[src/rtl/ps2a_pkg.sv]
// shared types, scan code constants and translation tables for the ps2 scan code decoder
// no dependencies; used by ps2a_decode and ps2_scancode_to_ascii_core
`default_nettype none

package ps2a_pkg;

    typedef enum logic [1:0] {
        PH_NONE      = 2'd0,
        PH_E0        = 2'd1,
        PH_E1        = 2'd2,
        PH_PAUSE_MID = 2'd3
    } ps2a_phase_t;

    // mods: 0 lshift, 1 rshift, 2 lctrl, 3 rctrl, 4 lalt, 5 ralt
    // locks and held: 0 num, 1 caps, 2 scroll
    typedef struct packed {
        ps2a_phase_t phase;
        logic [5:0]  mods;
        logic [2:0]  locks;
        logic [2:0]  held;
    } ps2a_state_t;

    typedef struct packed {
        logic       char_valid;
        logic [6:0] char_code;
        logic       break_request;
        logic       num_lock_on;
        logic       caps_lock_on;
        logic       scroll_lock_on;
    } ps2a_result_t;

    localparam logic [7:0] ScPrefixE0 = 8'hE0;
    localparam logic [7:0] ScPrefixE1 = 8'hE1;
    localparam logic [7:0] ScCtrl     = 8'h1D;
    localparam logic [7:0] ScLshift   = 8'h2A;
    localparam logic [7:0] ScRshift   = 8'h36;
    localparam logic [7:0] ScAlt      = 8'h38;
    localparam logic [7:0] ScCaps     = 8'h3A;
    localparam logic [7:0] ScNum      = 8'h45;
    localparam logic [7:0] ScScroll   = 8'h46;
    localparam logic [7:0] ScBrkBit   = 8'h80;
    localparam logic [7:0] ScCtrlBrk  = ScCtrl | ScBrkBit;
    localparam logic [7:0] ScLshiftBrk = ScLshift | ScBrkBit;
    localparam logic [7:0] ScRshiftBrk = ScRshift | ScBrkBit;
    localparam logic [7:0] ScAltBrk   = ScAlt | ScBrkBit;
    localparam logic [7:0] ScCapsBrk  = ScCaps | ScBrkBit;
    localparam logic [7:0] ScNumBrk   = ScNum | ScBrkBit;
    localparam logic [7:0] ScScrollBrk = ScScroll | ScBrkBit;
    localparam logic [7:0] ScTableEnd = 8'h58;
    localparam logic [6:0] PauseChar  = 7'h05;

    localparam logic [6:0] ChLowerA = 7'h61;
    localparam logic [6:0] ChLowerC = 7'h63;
    localparam logic [6:0] ChLowerZ = 7'h7A;

    localparam int ModLshift = 0;
    localparam int ModRshift = 1;
    localparam int ModLctrl  = 2;
    localparam int ModRctrl  = 3;
    localparam int ModLalt   = 4;
    localparam int ModRalt   = 5;

    localparam int LockNum    = 0;
    localparam int LockCaps   = 1;
    localparam int LockScroll = 2;

    function automatic logic [6:0] plain_map(input logic [6:0] idx);
        logic [6:0] ch;
        case (idx)
            7'd1:  ch = 7'h1B;
            7'd2:  ch = 7'h31;
            7'd3:  ch = 7'h32;
            7'd4:  ch = 7'h33;
            7'd5:  ch = 7'h34;
            7'd6:  ch = 7'h35;
            7'd7:  ch = 7'h36;
            7'd8:  ch = 7'h37;
            7'd9:  ch = 7'h38;
            7'd10: ch = 7'h39;
            7'd11: ch = 7'h30;
            7'd12: ch = 7'h2D;
            7'd13: ch = 7'h3D;
            7'd14: ch = 7'h08;
            7'd15: ch = 7'h09;
            7'd16: ch = 7'h71;
            7'd17: ch = 7'h77;
            7'd18: ch = 7'h65;
            7'd19: ch = 7'h72;
            7'd20: ch = 7'h74;
            7'd21: ch = 7'h79;
            7'd22: ch = 7'h75;
            7'd23: ch = 7'h69;
            7'd24: ch = 7'h6F;
            7'd25: ch = 7'h70;
            7'd26: ch = 7'h5B;
            7'd27: ch = 7'h5D;
            7'd28: ch = 7'h0A;
            7'd30: ch = 7'h61;
            7'd31: ch = 7'h73;
            7'd32: ch = 7'h64;
            7'd33: ch = 7'h66;
            7'd34: ch = 7'h67;
            7'd35: ch = 7'h68;
            7'd36: ch = 7'h6A;
            7'd37: ch = 7'h6B;
            7'd38: ch = 7'h6C;
            7'd39: ch = 7'h3B;
            7'd40: ch = 7'h27;
            7'd41: ch = 7'h60;
            7'd43: ch = 7'h5C;
            7'd44: ch = 7'h7A;
            7'd45: ch = 7'h78;
            7'd46: ch = 7'h63;
            7'd47: ch = 7'h76;
            7'd48: ch = 7'h62;
            7'd49: ch = 7'h6E;
            7'd50: ch = 7'h6D;
            7'd51: ch = 7'h2C;
            7'd52: ch = 7'h2E;
            7'd53: ch = 7'h2F;
            7'd55: ch = 7'h2A;
            7'd57: ch = 7'h20;
            7'd71: ch = 7'h37;
            7'd72: ch = 7'h38;
            7'd73: ch = 7'h39;
            7'd74: ch = 7'h2D;
            7'd75: ch = 7'h34;
            7'd76: ch = 7'h35;
            7'd77: ch = 7'h36;
            7'd78: ch = 7'h2B;
            7'd79: ch = 7'h31;
            7'd80: ch = 7'h32;
            7'd81: ch = 7'h33;
            7'd82: ch = 7'h30;
            7'd83: ch = 7'h2E;
            default: ch = 7'h00;
        endcase
        return ch;
    endfunction

    function automatic logic [6:0] shift_map(input logic [6:0] idx);
        logic [6:0] ch;
        case (idx)
            7'd1:  ch = 7'h1B;
            7'd2:  ch = 7'h21;
            7'd3:  ch = 7'h40;
            7'd4:  ch = 7'h23;
            7'd5:  ch = 7'h24;
            7'd6:  ch = 7'h25;
            7'd7:  ch = 7'h5E;
            7'd8:  ch = 7'h26;
            7'd9:  ch = 7'h2A;
            7'd10: ch = 7'h28;
            7'd11: ch = 7'h29;
            7'd12: ch = 7'h5F;
            7'd13: ch = 7'h2B;
            7'd14: ch = 7'h08;
            7'd15: ch = 7'h09;
            7'd16: ch = 7'h71;
            7'd17: ch = 7'h77;
            7'd18: ch = 7'h65;
            7'd19: ch = 7'h72;
            7'd20: ch = 7'h74;
            7'd21: ch = 7'h79;
            7'd22: ch = 7'h75;
            7'd23: ch = 7'h69;
            7'd24: ch = 7'h6F;
            7'd25: ch = 7'h70;
            7'd26: ch = 7'h7B;
            7'd27: ch = 7'h7D;
            7'd28: ch = 7'h0A;
            7'd30: ch = 7'h61;
            7'd31: ch = 7'h73;
            7'd32: ch = 7'h64;
            7'd33: ch = 7'h66;
            7'd34: ch = 7'h67;
            7'd35: ch = 7'h68;
            7'd36: ch = 7'h6A;
            7'd37: ch = 7'h6B;
            7'd38: ch = 7'h6C;
            7'd39: ch = 7'h3A;
            7'd40: ch = 7'h22;
            7'd41: ch = 7'h7E;
            7'd43: ch = 7'h7C;
            7'd44: ch = 7'h7A;
            7'd45: ch = 7'h78;
            7'd46: ch = 7'h63;
            7'd47: ch = 7'h76;
            7'd48: ch = 7'h62;
            7'd49: ch = 7'h6E;
            7'd50: ch = 7'h6D;
            7'd51: ch = 7'h3C;
            7'd52: ch = 7'h3E;
            7'd53: ch = 7'h3F;
            7'd55: ch = 7'h2A;
            7'd57: ch = 7'h20;
            7'd74: ch = 7'h2D;
            7'd78: ch = 7'h2B;
            7'd83: ch = 7'h7F;
            default: ch = 7'h00;
        endcase
        return ch;
    endfunction

endpackage

`default_nettype wire

[src/rtl/ps2a_scan_if.sv]
// valid/ready channel carrying one raw scan code byte per beat
// no dependencies
`default_nettype none

interface ps2a_scan_if;
    logic       valid;
    logic       ready;
    logic [7:0] scan_byte;

    modport source (output valid, output scan_byte, input ready);
    modport sink (input valid, input scan_byte, output ready);
endinterface

`default_nettype wire

[src/rtl/ps2a_key_if.sv]
// valid/ready channel carrying one decoded character and lock status per beat
// no dependencies
`default_nettype none

interface ps2a_key_if;
    logic       valid;
    logic       ready;
    logic       char_valid;
    logic [6:0] char_code;
    logic       break_request;
    logic       num_lock_on;
    logic       caps_lock_on;
    logic       scroll_lock_on;

    modport source (
        output valid, output char_valid, output char_code, output break_request,
        output num_lock_on, output caps_lock_on, output scroll_lock_on,
        input ready
    );
    modport sink (
        input valid, input char_valid, input char_code, input break_request,
        input num_lock_on, input caps_lock_on, input scroll_lock_on,
        output ready
    );
endinterface

`default_nettype wire

[src/rtl/ps2a_decode.sv]
// combinational decode of one scan byte: prefix tracking, modifiers, locks, translation
// depends on ps2a_pkg
`default_nettype none

module ps2a_decode
    import ps2a_pkg::*;
(
    input  wire logic [7:0]   scan_byte,
    input  wire ps2a_state_t  state,
    output ps2a_state_t       state_next,
    output ps2a_result_t      result
);

    logic       do_handle;
    logic       ext;
    logic       shift;
    logic       ctrl;
    logic       upper;
    logic       num_plain;
    logic       brk;
    logic [6:0] ch;
    logic [6:0] lut;
    logic [6:0] idx;
    logic [2:0] locks_n;

    assign shift = state.mods[ModLshift] | state.mods[ModRshift];
    assign ctrl  = state.mods[ModLctrl] | state.mods[ModRctrl];
    assign upper = state.locks[LockCaps] ^ shift;
    assign num_plain = state.locks[LockNum] ^ shift;
    assign idx = scan_byte[6:0];

    always_comb
    begin
        state_next = state;
        do_handle  = 1'b0;
        ext        = 1'b0;
        ch         = 7'h00;
        brk        = 1'b0;
        lut        = 7'h00;

        unique case (state.phase)
            PH_NONE:
            begin
                if (scan_byte == ScPrefixE0)
                begin
                    state_next.phase = PH_E0;
                end
                else if (scan_byte == ScPrefixE1)
                begin
                    state_next.phase = PH_E1;
                end
                else
                begin
                    do_handle = 1'b1;
                end
            end
            PH_E0:
            begin
                state_next.phase = PH_NONE;
                do_handle = 1'b1;
                ext = 1'b1;
            end
            PH_E1:
            begin
                state_next.phase = (scan_byte == ScCtrl || scan_byte == ScCtrlBrk)
                                   ? PH_PAUSE_MID : PH_NONE;
            end
            PH_PAUSE_MID:
            begin
                state_next.phase = PH_NONE;
                if (scan_byte == ScNum)
                begin
                    ch = PauseChar;
                end
            end
            default:
            begin
                state_next.phase = PH_NONE;
            end
        endcase

        if (do_handle)
        begin
            unique case (scan_byte)
                ScAlt:       state_next.mods[ext ? ModRalt : ModLalt] = 1'b1;
                ScCtrl:      state_next.mods[ext ? ModRctrl : ModLctrl] = 1'b1;
                ScLshift:    state_next.mods[ModLshift] = 1'b1;
                ScRshift:    state_next.mods[ModRshift] = 1'b1;
                ScAltBrk:    state_next.mods[ext ? ModRalt : ModLalt] = 1'b0;
                ScCtrlBrk:   state_next.mods[ext ? ModRctrl : ModLctrl] = 1'b0;
                ScLshiftBrk: state_next.mods[ModLshift] = 1'b0;
                ScRshiftBrk: state_next.mods[ModRshift] = 1'b0;
                ScNum, ScCaps, ScScroll:
                begin
                    // lock toggles only on a fresh press, not on auto-repeat
                    state_next.locks = state.locks ^ (locks_n & ~state.held);
                    state_next.held  = state.held | locks_n;
                end
                ScNumBrk:    state_next.held[LockNum] = 1'b0;
                ScCapsBrk:   state_next.held[LockCaps] = 1'b0;
                ScScrollBrk: state_next.held[LockScroll] = 1'b0;
                default:
                begin
                    if (scan_byte < ScNum)
                    begin
                        lut = shift ? shift_map(idx) : plain_map(idx);
                        ch = lut;
                        if (lut >= ChLowerA && lut <= ChLowerZ)
                        begin
                            if (ctrl)
                            begin
                                if (lut == ChLowerC)
                                begin
                                    ch  = 7'h00;
                                    brk = 1'b1;
                                end
                                else
                                begin
                                    ch = lut - 7'h60;
                                end
                            end
                            else if (upper)
                            begin
                                ch = lut - 7'h20;
                            end
                        end
                    end
                    else if (scan_byte < ScTableEnd)
                    begin
                        // extended keys always take the navigation meaning
                        ch = (!ext && num_plain) ? plain_map(idx) : shift_map(idx);
                    end
                end
            endcase
        end
    end

    always_comb
    begin
        locks_n = 3'b000;
        case (scan_byte)
            ScNum:    locks_n[LockNum] = 1'b1;
            ScCaps:   locks_n[LockCaps] = 1'b1;
            ScScroll: locks_n[LockScroll] = 1'b1;
            default:  locks_n = 3'b000;
        endcase
    end

    always_comb
    begin
        result.char_valid     = (ch != 7'h00);
        result.char_code      = ch;
        result.break_request  = brk;
        result.num_lock_on    = state_next.locks[LockNum];
        result.caps_lock_on   = state_next.locks[LockCaps];
        result.scroll_lock_on = state_next.locks[LockScroll];
    end

endmodule

`default_nettype wire

[src/rtl/ps2_scancode_to_ascii_core.sv]
// top level of the scan code set 1 to ascii decoder: input register, decode, result register
// depends on ps2a_pkg, ps2a_scan_if, ps2a_key_if, ps2a_decode
//
//   channel | dir  | beat contents
//   --------+------+----------------------------------------------------------
//   scan    | sink | scan_byte: one raw set 1 byte
//   key     | src  | char_valid, char_code, break_request, three lock states
//
// one beat per cycle sustained while key is ready; each byte passes through the input register,
// then decode into the result register
// every scan beat gives exactly one key beat, also for prefix and break bytes
// reset clears both valid flags, the prefix phase, modifiers and lock flags
// a stalled key beat holds; scan stays ready while the input register can drain
`default_nettype none

module ps2_scancode_to_ascii_core
    import ps2a_pkg::*;
(
    input  wire logic     clk,
    input  wire logic     rst_n,
    ps2a_scan_if.sink     scan,
    ps2a_key_if.source    key
);

    logic         in_valid_reg;
    logic [7:0]   in_byte_reg;
    logic         out_valid_reg;
    ps2a_result_t result_reg;
    ps2a_result_t result_next;
    ps2a_state_t  state_reg;
    ps2a_state_t  state_next;
    logic         advance;

    // decode moves a byte into the result register when that register is free or drains
    assign advance = in_valid_reg && (!out_valid_reg || key.ready);
    assign scan.ready = !in_valid_reg || advance;

    ps2a_decode u_decode (
        .scan_byte  (in_byte_reg),
        .state      (state_reg),
        .state_next (state_next),
        .result     (result_next)
    );

    always_ff @(posedge clk or negedge rst_n)
    begin
        if (!rst_n)
        begin
            in_valid_reg  <= 1'b0;
            out_valid_reg <= 1'b0;
            state_reg     <= '{phase: PH_NONE, mods: 6'b0, locks: 3'b0, held: 3'b0};
        end
        else
        begin
            if (scan.ready)
            begin
                in_valid_reg <= scan.valid;
            end
            if (advance)
            begin
                out_valid_reg <= 1'b1;
                state_reg     <= state_next;
            end
            else if (key.ready)
            begin
                out_valid_reg <= 1'b0;
            end
        end
    end

    always_ff @(posedge clk)
    begin
        if (scan.valid && scan.ready)
        begin
            in_byte_reg <= scan.scan_byte;
        end
        if (advance)
        begin
            result_reg <= result_next;
        end
    end

    assign key.valid          = out_valid_reg;
    assign key.char_valid     = result_reg.char_valid;
    assign key.char_code      = result_reg.char_code;
    assign key.break_request  = result_reg.break_request;
    assign key.num_lock_on    = result_reg.num_lock_on;
    assign key.caps_lock_on   = result_reg.caps_lock_on;
    assign key.scroll_lock_on = result_reg.scroll_lock_on;

    // ctrl+c gives a break request in place of a character
    a_break_no_char: assert property (@(posedge clk) disable iff (!rst_n)
        key.valid && key.break_request |-> !key.char_valid)
        else $error("break request carries a character");

    a_valid_matches_code: assert property (@(posedge clk) disable iff (!rst_n)
        key.valid |-> (key.char_valid == (key.char_code != 7'h00)))
        else $error("char_valid disagrees with char_code");

    // decoder state moves only when a byte is decoded
    a_state_holds: assert property (@(posedge clk) disable iff (!rst_n)
        !advance |=> $stable(state_reg))
        else $error("decoder state changed without a decoded byte");

    // lock outputs follow the lock flags left by the decoded byte
    a_locks_follow: assert property (@(posedge clk) disable iff (!rst_n)
        advance |=> (key.num_lock_on == state_reg.locks[LockNum]
                     && key.caps_lock_on == state_reg.locks[LockCaps]
                     && key.scroll_lock_on == state_reg.locks[LockScroll]))
        else $error("lock outputs out of step with lock flags");

endmodule

`default_nettype wire
[src/flat_wrapper.sv]
// flat-port wrapper written by rule: the top's interface ports become plain ports
module ps2_scancode_to_ascii_core_flat import ps2a_pkg::*;
  (clk, rst_n, scan_valid, scan_scan_byte, scan_ready, key_valid, key_char_valid, key_char_code, key_break_request, key_num_lock_on, key_caps_lock_on, key_scroll_lock_on, key_ready);
  ps2a_scan_if scan_i ();
  ps2a_key_if key_i ();
  input  wire logic clk;
  input  wire logic rst_n;
  input wire logic [$bits(scan_i.valid)-1:0] scan_valid;
  input wire logic [$bits(scan_i.scan_byte)-1:0] scan_scan_byte;
  output wire logic [$bits(scan_i.ready)-1:0] scan_ready;
  output wire logic [$bits(key_i.valid)-1:0] key_valid;
  output wire logic [$bits(key_i.char_valid)-1:0] key_char_valid;
  output wire logic [$bits(key_i.char_code)-1:0] key_char_code;
  output wire logic [$bits(key_i.break_request)-1:0] key_break_request;
  output wire logic [$bits(key_i.num_lock_on)-1:0] key_num_lock_on;
  output wire logic [$bits(key_i.caps_lock_on)-1:0] key_caps_lock_on;
  output wire logic [$bits(key_i.scroll_lock_on)-1:0] key_scroll_lock_on;
  input wire logic [$bits(key_i.ready)-1:0] key_ready;
  assign scan_i.valid = scan_valid;
  assign scan_i.scan_byte = scan_scan_byte;
  assign scan_ready = scan_i.ready;
  assign key_valid = key_i.valid;
  assign key_char_valid = key_i.char_valid;
  assign key_char_code = key_i.char_code;
  assign key_break_request = key_i.break_request;
  assign key_num_lock_on = key_i.num_lock_on;
  assign key_caps_lock_on = key_i.caps_lock_on;
  assign key_scroll_lock_on = key_i.scroll_lock_on;
  assign key_i.ready = key_ready;
  ps2_scancode_to_ascii_core u_core (.clk(clk), .rst_n(rst_n), .scan(scan_i), .key(key_i));
endmodule
[config.mk]
export PLATFORM = sky130hd
export DESIGN_NAME = ps2_scancode_to_ascii_core_flat
export DESIGN_NICKNAME = d
export VERILOG_FILES = /design/src/rtl/ps2a_pkg.sv /design/src/rtl/ps2a_scan_if.sv /design/src/rtl/ps2a_key_if.sv /design/src/rtl/ps2a_decode.sv /design/src/rtl/ps2_scancode_to_ascii_core.sv /design/src/flat_wrapper.sv
export SDC_FILE = /design/constraint.sdc
export NUM_CORES = 1
export LEC_CHECK = 0
export BUFFER_PORTS_ARGS = -buffer_cell sky130_fd_sc_hd__buf_2
export CAP_MARGIN = 0
export CORE_ASPECT_RATIO = 1.4
export CORE_MARGIN = 5
export CORE_UTILIZATION = 35
export CTS_CLUSTER_DIAMETER = 30
export DETAILED_ROUTE_END_ITERATION = 10
export PLACE_DENSITY = 0.61
export SYNTH_ARGS = -nofsm -noshare
export SYNTH_HDL_FRONTEND = slang
export SYNTH_SLANG_ARGS = --single-unit
[constraint.sdc]
create_clock -name clk -period 5.8 [get_ports clk]
set_input_delay 1.16 -clock clk [delete_from_list [all_inputs] [get_ports clk]]
set_output_delay 1.16 -clock clk [all_outputs]
set_load 0.05 [all_outputs]
==> flow_metrics.env, run 1 <==
export IMPL_fin_setup_tns_ps=0
export IMPL_firstDrtPassIters=7
export IMPL_ir_drop_mv=0.1086
export IMPL_design_core_area_mm2=0.01075
export IMPL_rsz0062_at_grt="false"
export IMPL_postCtsSetupBuffers=0
export IMPL_syn_nets=475
export IMPL_htree_levels=2
export IMPL_clock_skew_ps=5.834
export IMPL_syn2layout_area_growth_pct=8.942
export IMPL_tightest_slew_ps=965.7
export IMPL_dp_hpwl_mm=8.083
export IMPL_nFillCells=1085
export IMPL_grt_antenna_before_repair=0
export IMPL_start_util_pct=35.39
export IMPL_grt_max_degree=35
export IMPL_pwr_share_seq_pct=37.8
export IMPL_maxCapViolCount=0
export IMPL_drv_slew=0
export IMPL_layout_nets=475
export IMPL_slew_headroom_pct=33.78
export IMPL_yosys_area_top_type="edfxtp_1"
export IMPL_cellLeakagePower_nw=1.588
export IMPL_synthArstFlopShare_pct=29.17
export IMPL_finalWirelength_mm=11.11
export IMPL_grt_first_pass_wirelength_mm=18.37
export IMPL_layout_cells_non_filler=593
export IMPL_cts_tree="done"
export IMPL_dieHeight_um=133.4
export IMPL_internal_power_uw=738.7
export IMPL_arrival_ps=3880
export IMPL_cts_hold_buf=0
export IMPL_boundaryPins=26
export IMPL_pwr_share_clk_pct=28.7
export IMPL_drtIter0Drc=349
export IMPL_die_area_mm2=0.01309
export IMPL_cts_buffers=5
export IMPL_end_kind="register"
export IMPL_clk_insertion_delay_late_ps=290
export IMPL_synthTopCellsByArea="edfxtp_1, dfrtp_1, dfxtp_1"
export IMPL_required_ps=5960
export IMPL_max_freq_mhz=268.4
export IMPL_yosysUniqueCellTypes=73
export IMPL_via_per_inst=6.307
export IMPL_place_inst=585
export IMPL_p_sw_share_pct=36.13
export IMPL_ys_ff_latch=48
export IMPL_crit_path_start_kind="primary input"
export IMPL_timing_hold_ws_ps=491.8
export IMPL_yosysTopAreaCellShare_pct=15.78
export IMPL_clockBufferDepth=2
export IMPL_vias=3740
export IMPL_routedWlPerCell_um=18.73
export IMPL_layout_drive_gt1_share_pct=13.72
export IMPL_synth_edf_count=20
export IMPL_hold_path_class="reg -> reg"
export IMPL_grt_pass1_vias=3525
export IMPL_io_buffers=25
export IMPL_ys_flop_type="edfxtp_1"
export IMPL_n_antenna_cell=0
export IMPL_crit_type="in -> reg"
export IMPL_num_rows=45
export IMPL_power_density_mw_per_mm2=278.9
export IMPL_hold_viol=0
export IMPL_layout_commonest_cell="nand2_1"
export IMPL_mostFrequentLayoutCells="nand2_1, nor2_1, a21oi_1, o21ai_0, buf_2"
export IMPL_syn_avg_cell_area_um2=8.439
export IMPL_p_switching_uw=417.8
export IMPL_syn_inst=451
export IMPL_post_cts_resized=0
export IMPL_setup_violations_final=0
export IMPL_comb_power_share_pct=33.4
export IMPL_drc=0
export IMPL_clk_pin_slew_ps=60
export IMPL_worst_path_max_fanout=26
export IMPL_grt_overflow=0
export IMPL_synth_area_mm2=0.003806
export IMPL_clock_sinks=48
export IMPL_fp_dieW_um=98.14
export IMPL_drtAntennaViolNets=0
export IMPL_yosysWarnings=0
export IMPL_period_share_pct=64.24
export IMPL_fin_crit_ps=3726
export IMPL_outcome="complete, no violations"
export IMPL_global_route_usage_total_pct=16.95
export IMPL_place_gp_congestion=0.9674
export IMPL_synth_seq_area_share_pct=32.35
export IMPL_cts_root_buffer="clkbuf_16"
-- layout make-up --
type	instances	area, µm²	share of cell area, %
Clock buffer	6	138.9	3.349
Inverter	8	30.03	0.7242
Clock inverter	2	33.78	0.8147
Timing Repair Buffer	28	147.6	3.561
Multi-Input combinational cell	360	2389	57.60
Sequential cell	48	1231	29.69
Tap cell	141	176.4	4.255
-- cell usage after synthesis, types with 7 or more instances --
cell	instances
a21oi_1	30
nor2_1	33
a31oi_1	8
mux2_2	7
clkbuf_1	23
o21ai_0	27
nand2_1	46
o31ai_1	7
mux2i_1	11
ha_1	12
a221oi_1	7
dfxtp_1	14
or3_1	7
dfrtp_1	14
nand3_1	14
o21ai_1	22
nor3_1	17
edfxtp_1	20
-- per-layer routing --
layer	vias to the layer above	GRT usage (%)	wire, µm
li1	1727	-	-
met1	1749	19.22	4120
met2	200	29.70	5500
met3	64	1.991	674
met4	0	11.16	810
met5	-	0	0
-- stage by stage --
stage          setup WS, ps  util (%)  cell area, µm²  power (mW)
2_1_floorplan          1442         -            3806      0.7310
3_3_place_gp           1836     36.95            3974      0.8193
3_5_place_dp           1859     36.95            3974      0.8201
4_1_cts                2139     38.56            4146       1.154
5_1_grt                1851     38.56            4146       1.219
6_report               2074     38.56            4146       1.157
-- critical path, cell delays in order --
cell and delay [ps]:
buf_2 100, nand3b_1 190, nand2_2 310, mux2_2 590
nor2_1 710, nor4_1 120, o41ai_1 580, o21ai_1 110
-- power by group through the flow --
| stage | logic (mW) | registers (mW) | clock network [mW] |
|---|---|---|---|
| after floorplan | 0.274 | 0.457 | 0 |
| final | 0.386 | 0.438 | 0.332 |
| after detailed placement | 0.375 | 0.445 | 0 |
| after CTS | 0.377 | 0.438 | 0.340 |
| after global placement | 0.377 | 0.442 | 0 |
| after global routing | 0.419 | 0.444 | 0.357 |
-- path summary, 6_finish.rpt --
kind	from	endpoint	slack (ps)	depth (start not counted)
max in group asynchronous	rst_n	u_core.state_reg[4]$_DFFE_PN0P_	4790	1
max	key_ready	register	2070	8
min	u_core.state_reg[5]$_DFFE_PN0P_	u_core.state_reg[5]$_DFFE_PN0P_	490	1
min reg2reg	u_core.state_reg[5]$_DFFE_PN0P_	u_core.state_reg[5]$_DFFE_PN0P_	490	1
max reg2reg	u_core.state_reg[6]$_DFFE_PN0P_	u_core.key.char_valid$_DFFE_PP_	2080	12
min in group asynchronous	rst_n	u_core.key.valid$_DFFE_PN0P_	760	1
-- cell families (layout without fill, tap and decap cells) --
family / Yosys count / count (layout) / share of synthesized area, %
xor gates and xnor gates: 11 / 11 / 2.531
DFF: 48 / 48 / 32.35
adders and majority gates: 12 / 12 / 3.945
and+or+nand+nor: 158 / 158 / 22.02
muxes: 20 / 20 / 5.917
AOI/OAI and AO/OA: 159 / 159 / 28.24
buffers and inverters: 43 / 44 / 4.996
No activity file was read; power rests on OpenSTA's default activity.
==> run 2, diff against run 1 <==
==> constraint.sdc (replaced) <==
create_clock -name clk -period 3.45 [get_ports clk]
set_input_delay 0.69 -clock clk [delete_from_list [all_inputs] [get_ports clk]]
set_output_delay 0.69 -clock clk [all_outputs]
set_load 0.05 [all_outputs]
==> flow_metrics.env, run 2 (synthesis gave the netlist of run 1 again) <==
export IMPL_fin_setup_tns_ps=0
export IMPL_tightest_slew_ps=587.9
export IMPL_io_buffers=25
export IMPL_max_freq_mhz=314.0
export IMPL_pwr_share_seq_pct=38.4
export IMPL_grt_max_degree=27
export IMPL_final_util_pct=40.05
export IMPL_slowest_delay_ps=390
export IMPL_path_buf_inv=1
export IMPL_firstDrtPassIters=5
export IMPL_clock_sinks=48
export IMPL_crit_path_start_kind="register"
export IMPL_ir_drop_mv=0.1820
export IMPL_power_density_mw_per_mm2=440.5
export IMPL_fin_crit_ps=3185
export IMPL_dp_hpwl_mm=8.589
export IMPL_maxCapViolCount=0
export IMPL_drc=0
export IMPL_clockBufferDepth=2
export IMPL_cts_buffers=5
export IMPL_design_core_area_mm2=0.01075
export IMPL_cts_tree="done"
export IMPL_num_rows=45
export IMPL_n_antenna_cell=0
export IMPL_clk_insertion_delay_late_ps=290
export IMPL_regArea_mm2=0.001231
export IMPL_finalWirelength_mm=11.42
export IMPL_place_area_mm2=0.004170
export IMPL_cts_root_buffer="clkbuf_16"
export IMPL_crit_chain="or2_1, mux2i_1, inv_1, ha_1, o2111ai_1, o22ai_1, nor3b_1, a211oi_2, o21ai_2, o221ai_2, or3_1, or4_1"
export IMPL_arrival_ps=3220
export IMPL_critPathTopFamily="simple AND/OR/NAND/NOR gates"
export IMPL_grt_overflow=0
export IMPL_p_switching_uw=707.2
export IMPL_start_util_pct=35.39
export IMPL_fp_dieW_um=98.14
export IMPL_p_sw_share_pct=37.28
export IMPL_setup_violations_final=0
export IMPL_grt_first_pass_wirelength_mm=18.67
export IMPL_slew_headroom_pct=59.69
export IMPL_syn2layout_area_growth_pct=13.15
export IMPL_grt_pass1_vias=3694
export IMPL_multi_input_area_mm2=0.002392
export IMPL_dieHeight_um=133.4
export IMPL_postCtsSetupBuffers=0
export IMPL_layout_drive_gt1_share_pct=17.65
export IMPL_cellLeakagePower_nw=1.696
export IMPL_outcome="complete, no violations"
export IMPL_via_per_inst=6.173
export IMPL_boundaryPins=26
export IMPL_vias=3809
export IMPL_routedWlPerCell_um=18.50
export IMPL_comb_power_share_pct=37.4
export IMPL_layout_commonest_cell="nand2_1"
export IMPL_nFillCells=1075
export IMPL_hold_viol=0
export IMPL_required_ps=3480
export IMPL_design_area_mm2=0.004307
export IMPL_rsz0062_at_grt="false"
export IMPL_period_share_pct=92.32
export IMPL_internal_power_mw=1.190
export IMPL_worst_path_max_fanout=4
export IMPL_post_cts_resized=0
export IMPL_clk_pin_slew_ps=60
export IMPL_place_gp_congestion=0.9482
export IMPL_drtAntennaViolNets=0
export IMPL_cp_slowest_cell="or4_1"
export IMPL_crit_type="reg -> reg"
export IMPL_clock_skew_ps=2.532
export IMPL_hold_path_class="in -> async"
export IMPL_global_route_usage_total_pct=17.42
export IMPL_layout_nets=499
export IMPL_pwr_share_clk_pct=24.2
export IMPL_drtIter0Drc=304
export IMPL_cts_hold_buf=0
export IMPL_end_kind="register"
export IMPL_htree_levels=2
export IMPL_grt_antenna_before_repair=0
export IMPL_drv_slew=0
export IMPL_mostFrequentLayoutCells="nand2_1, nor2_1, a21oi_1, o21ai_0, buf_4"
export IMPL_die_area_mm2=0.01309
==> run 2: layout make-up <==
type	instances	area share, %
clock buffer	7	3.080
inverter	8	0.6973
tap	141	4.096
timing repair buffer	52	7.902
multi-input combinational	360	55.55
clock inverter	1	0.08716
sequential	48	28.59
==> run 2: routing by layer <==
metal,track usage (%),routed length (µm),up-vias
met4,11.54,724,0
met2,31.44,5719,178
met3,2.043,594,56
li1,-,-,1773
met5,0,0,-
met1,18.92,4376,1802
==> run 2: per-stage QoR <==
| stage | power (mW) | hold WS, ps | worst slack, ps | instances |
|---|---|---|---|---|
| finish | 1.897 | 291.0 | 264.8 | 617 |
| global route | 2.004 | 318.4 | 29.92 | 617 |
| CTS | 1.893 | 297.9 | 265.9 | 617 |
| floorplan | 1.238 | 394.4 | -43.37 | 451 |
| detailed placement | 1.431 | 478.1 | 287.1 | 609 |
| global placement | 1.433 | 472.2 | 353.8 | 609 |
==> run 2: final timing paths <==
check                           depth (start not counted)                                to                            start  slack, ps
worst min register to register                          1   u_core.state_reg[5]$_DFFE_PN0P_  u_core.state_reg[5]$_DFFE_PN0P_        480
worst max register to register                         12   u_core.key.char_valid$_DFFE_PP_  u_core.state_reg[7]$_DFFE_PN0P_        260
max in group asynchronous                               1   u_core.state_reg[6]$_DFFE_PN0P_                            rst_n       2910
worst min-delay path                                    1  u_core.state_reg[13]$_DFFE_PN0P_                            rst_n        290
min in group clk                                        1   u_core.state_reg[5]$_DFFE_PN0P_  u_core.state_reg[5]$_DFFE_PN0P_        480
worst max-delay path                                   12   u_core.key.char_valid$_DFFE_PP_  u_core.state_reg[7]$_DFFE_PN0P_        260
==> run 2: power groups by stage <==
stage | Clock, mW | Sequential (mW) | Combinational (mW)
after floorplan | 0 | 0.769 | 0.469
after global placement | 0 | 0.736 | 0.697
after detailed placement | 0 | 0.739 | 0.692
after CTS | 0.470 | 0.727 | 0.696
final | 0.459 | 0.728 | 0.709
after global routing | 0.501 | 0.737 | 0.767
==> run 3, diff against run 2 <==
--- a/config.mk
+++ b/config.mk
@@ -7,7 +7,7 @@
 export LEC_CHECK = 0
 export BUFFER_PORTS_ARGS = -buffer_cell sky130_fd_sc_hd__buf_2
 export CAP_MARGIN = 0
-export CORE_ASPECT_RATIO = 1.4
+export CORE_ASPECT_RATIO = 2
 export CORE_MARGIN = 5
 export CORE_UTILIZATION = 35
 export CTS_CLUSTER_DIAMETER = 30
==> flow_metrics.env, run 3 (synthesis gave the netlist of run 1 again) <==
export IMPL_ir_drop_mv=0.2327
export IMPL_cts_buffers=5
export IMPL_drv_slew=0
export IMPL_setup_violations_final=0
export IMPL_grt_antenna_before_repair=0
export IMPL_slew_headroom_pct=58.86
export IMPL_htree_levels=2
export IMPL_drtIter0Drc=268
export IMPL_die_area_mm2=0.01319
export IMPL_finalWorstSetupSlack_ps=180.9
export IMPL_place_ws_ps=260.2
export IMPL_boundaryPins=26
export IMPL_clk_insertion_delay_late_ps=290
export IMPL_worst_path_max_fanout=9
export IMPL_num_rows=54
export IMPL_fin_crit_ps=3269
export IMPL_nFillCells=1142
export IMPL_dieHeight_um=157.5
export IMPL_via_per_inst=6.209
export IMPL_mostFrequentLayoutCells="nand2_1, nor2_1, a21oi_1, buf_4, o21ai_0"
export IMPL_max_freq_mhz=305.9
export IMPL_cts_hold_buf=0
export IMPL_post_cts_resized=0
export IMPL_outcome="complete, no violations"
export IMPL_place_gp_congestion=0.9804
export IMPL_end_kind="register"
export IMPL_power_density_mw_per_mm2=446.0
export IMPL_place_area_mm2=0.004184
export IMPL_routedWlPerCell_um=20.96
export IMPL_crit_type="reg -> reg"
export IMPL_fin_setup_tns_ps=0
export IMPL_crit_path_start_kind="register"
export IMPL_arrival_ps=3300
export IMPL_final_util_pct=40.12
export IMPL_drtAntennaViolNets=0
export IMPL_finalWirelength_mm=12.95
export IMPL_grt_max_degree=35
export IMPL_io_buffers=25
export IMPL_maxCapViolCount=0
export IMPL_layout_drive_gt1_share_pct=18.41
export IMPL_postCtsSetupBuffers=0
export IMPL_grt_overflow=0
export IMPL_grt_first_pass_wirelength_mm=20.88
export IMPL_required_ps=3480
export IMPL_regArea_mm2=0.001231
export IMPL_syn2layout_area_growth_pct=13.94
export IMPL_global_route_usage_total_pct=20.18
export IMPL_cts_root_buffer="clkbuf_16"
export IMPL_clock_skew_ps=4.020
export IMPL_vias=3837
export IMPL_hold_viol=0
export IMPL_grt_pass1_vias=3950
export IMPL_layout_nets=501
export IMPL_tightest_slew_ps=612.4
export IMPL_start_util_pct=35.21
export IMPL_design_area_mm2=0.004337
export IMPL_design_core_area_mm2=0.01081
export IMPL_rsz0062_at_grt="false"
export IMPL_hold_path_class="in -> async"
export IMPL_firstDrtPassIters=5
export IMPL_report_power_total_mw=1.934
export IMPL_cellLeakagePower_nw=1.709
export IMPL_cts_tree="done"
export IMPL_clockBufferDepth=2
export IMPL_multi_input_area_mm2=0.002405
export IMPL_dp_hpwl_mm=10.05
export IMPL_clk_pin_slew_ps=60
export IMPL_drc=0
export IMPL_fp_dieW_um=83.74
export IMPL_clock_sinks=48
export IMPL_n_antenna_cell=0
export IMPL_layout_commonest_cell="nand2_1"
export IMPL_period_share_pct=94.76
-- run 3: area by class of cell --
type | count | share of cell area [%]
multi-input cells | 360 | 55.45
flip-flops and latches | 48 | 28.39
repair buffers | 54 | 8.194
well taps | 140 | 4.039
clock buffers | 6 | 2.972
inverters | 8 | 0.6924
clock inverters | 2 | 0.2597
-- run 3: path summary, 6_finish.rpt --
| check | start | end | slack [ps] | cells past startpoint |
|---|---|---|---|---|
| worst max-delay path | u_core.state_reg[7]$_DFFE_PN0P_ | u_core.key.char_valid$_DFFE_PP_ | 180 | 13 |
| worst min-delay path | rst_n | u_core.in_valid_reg$_DFFE_PN0N_ | 290 | 1 |
| worst max register to register | u_core.state_reg[7]$_DFFE_PN0P_ | u_core.key.char_valid$_DFFE_PP_ | 180 | 13 |
| worst min register to register | u_core.state_reg[5]$_DFFE_PN0P_ | u_core.state_reg[5]$_DFFE_PN0P_ | 500 | 1 |
| max in group asynchronous | rst_n | u_core.state_reg[7]$_DFFE_PN0P_ | 2910 | 1 |
| min in group clk | u_core.state_reg[5]$_DFFE_PN0P_ | u_core.state_reg[5]$_DFFE_PN0P_ | 500 | 1 |
-- run 3: routing by layer --
metal / vias to the layer above / track usage (%) / routed length, µm
met4: 0 / 15.34 / 912
li1: 1776 / - / -
met5: - / 0 / 0
met2: 201 / 39.42 / 7266
met3: 62 / 2.567 / 695
met1: 1798 / 18.44 / 4076
-- run 3: where the power goes --
group          internal [mW]  switching (mW)  leakage, nW
logic                  0.265           0.478         1.15
clock network          0.266           0.196       0.0645
registers              0.663          0.0660        0.500
total                   1.19           0.740         1.71
-- run 3: critical path: stages, from the launching register on --
cell and delay (ps):
dfrtp_1 380, buf_4 180, nor2_4 230, nand2_1 100
nand2_1 90, ha_1 220, o2111ai_1 130, o22ai_1 260
o21ai_1 150, a211oi_4 320, or2_1 190, xnor2_1 120
o22ai_1 100, or4_1 520
-- run 3: through the flow --
step	hold WS, ps	instances
after floorplan	394.4	451
after global placement	470.2	610
after detailed placement	479.2	610
after CTS	299.7	618
after global routing	313.6	618
final	291.1	618
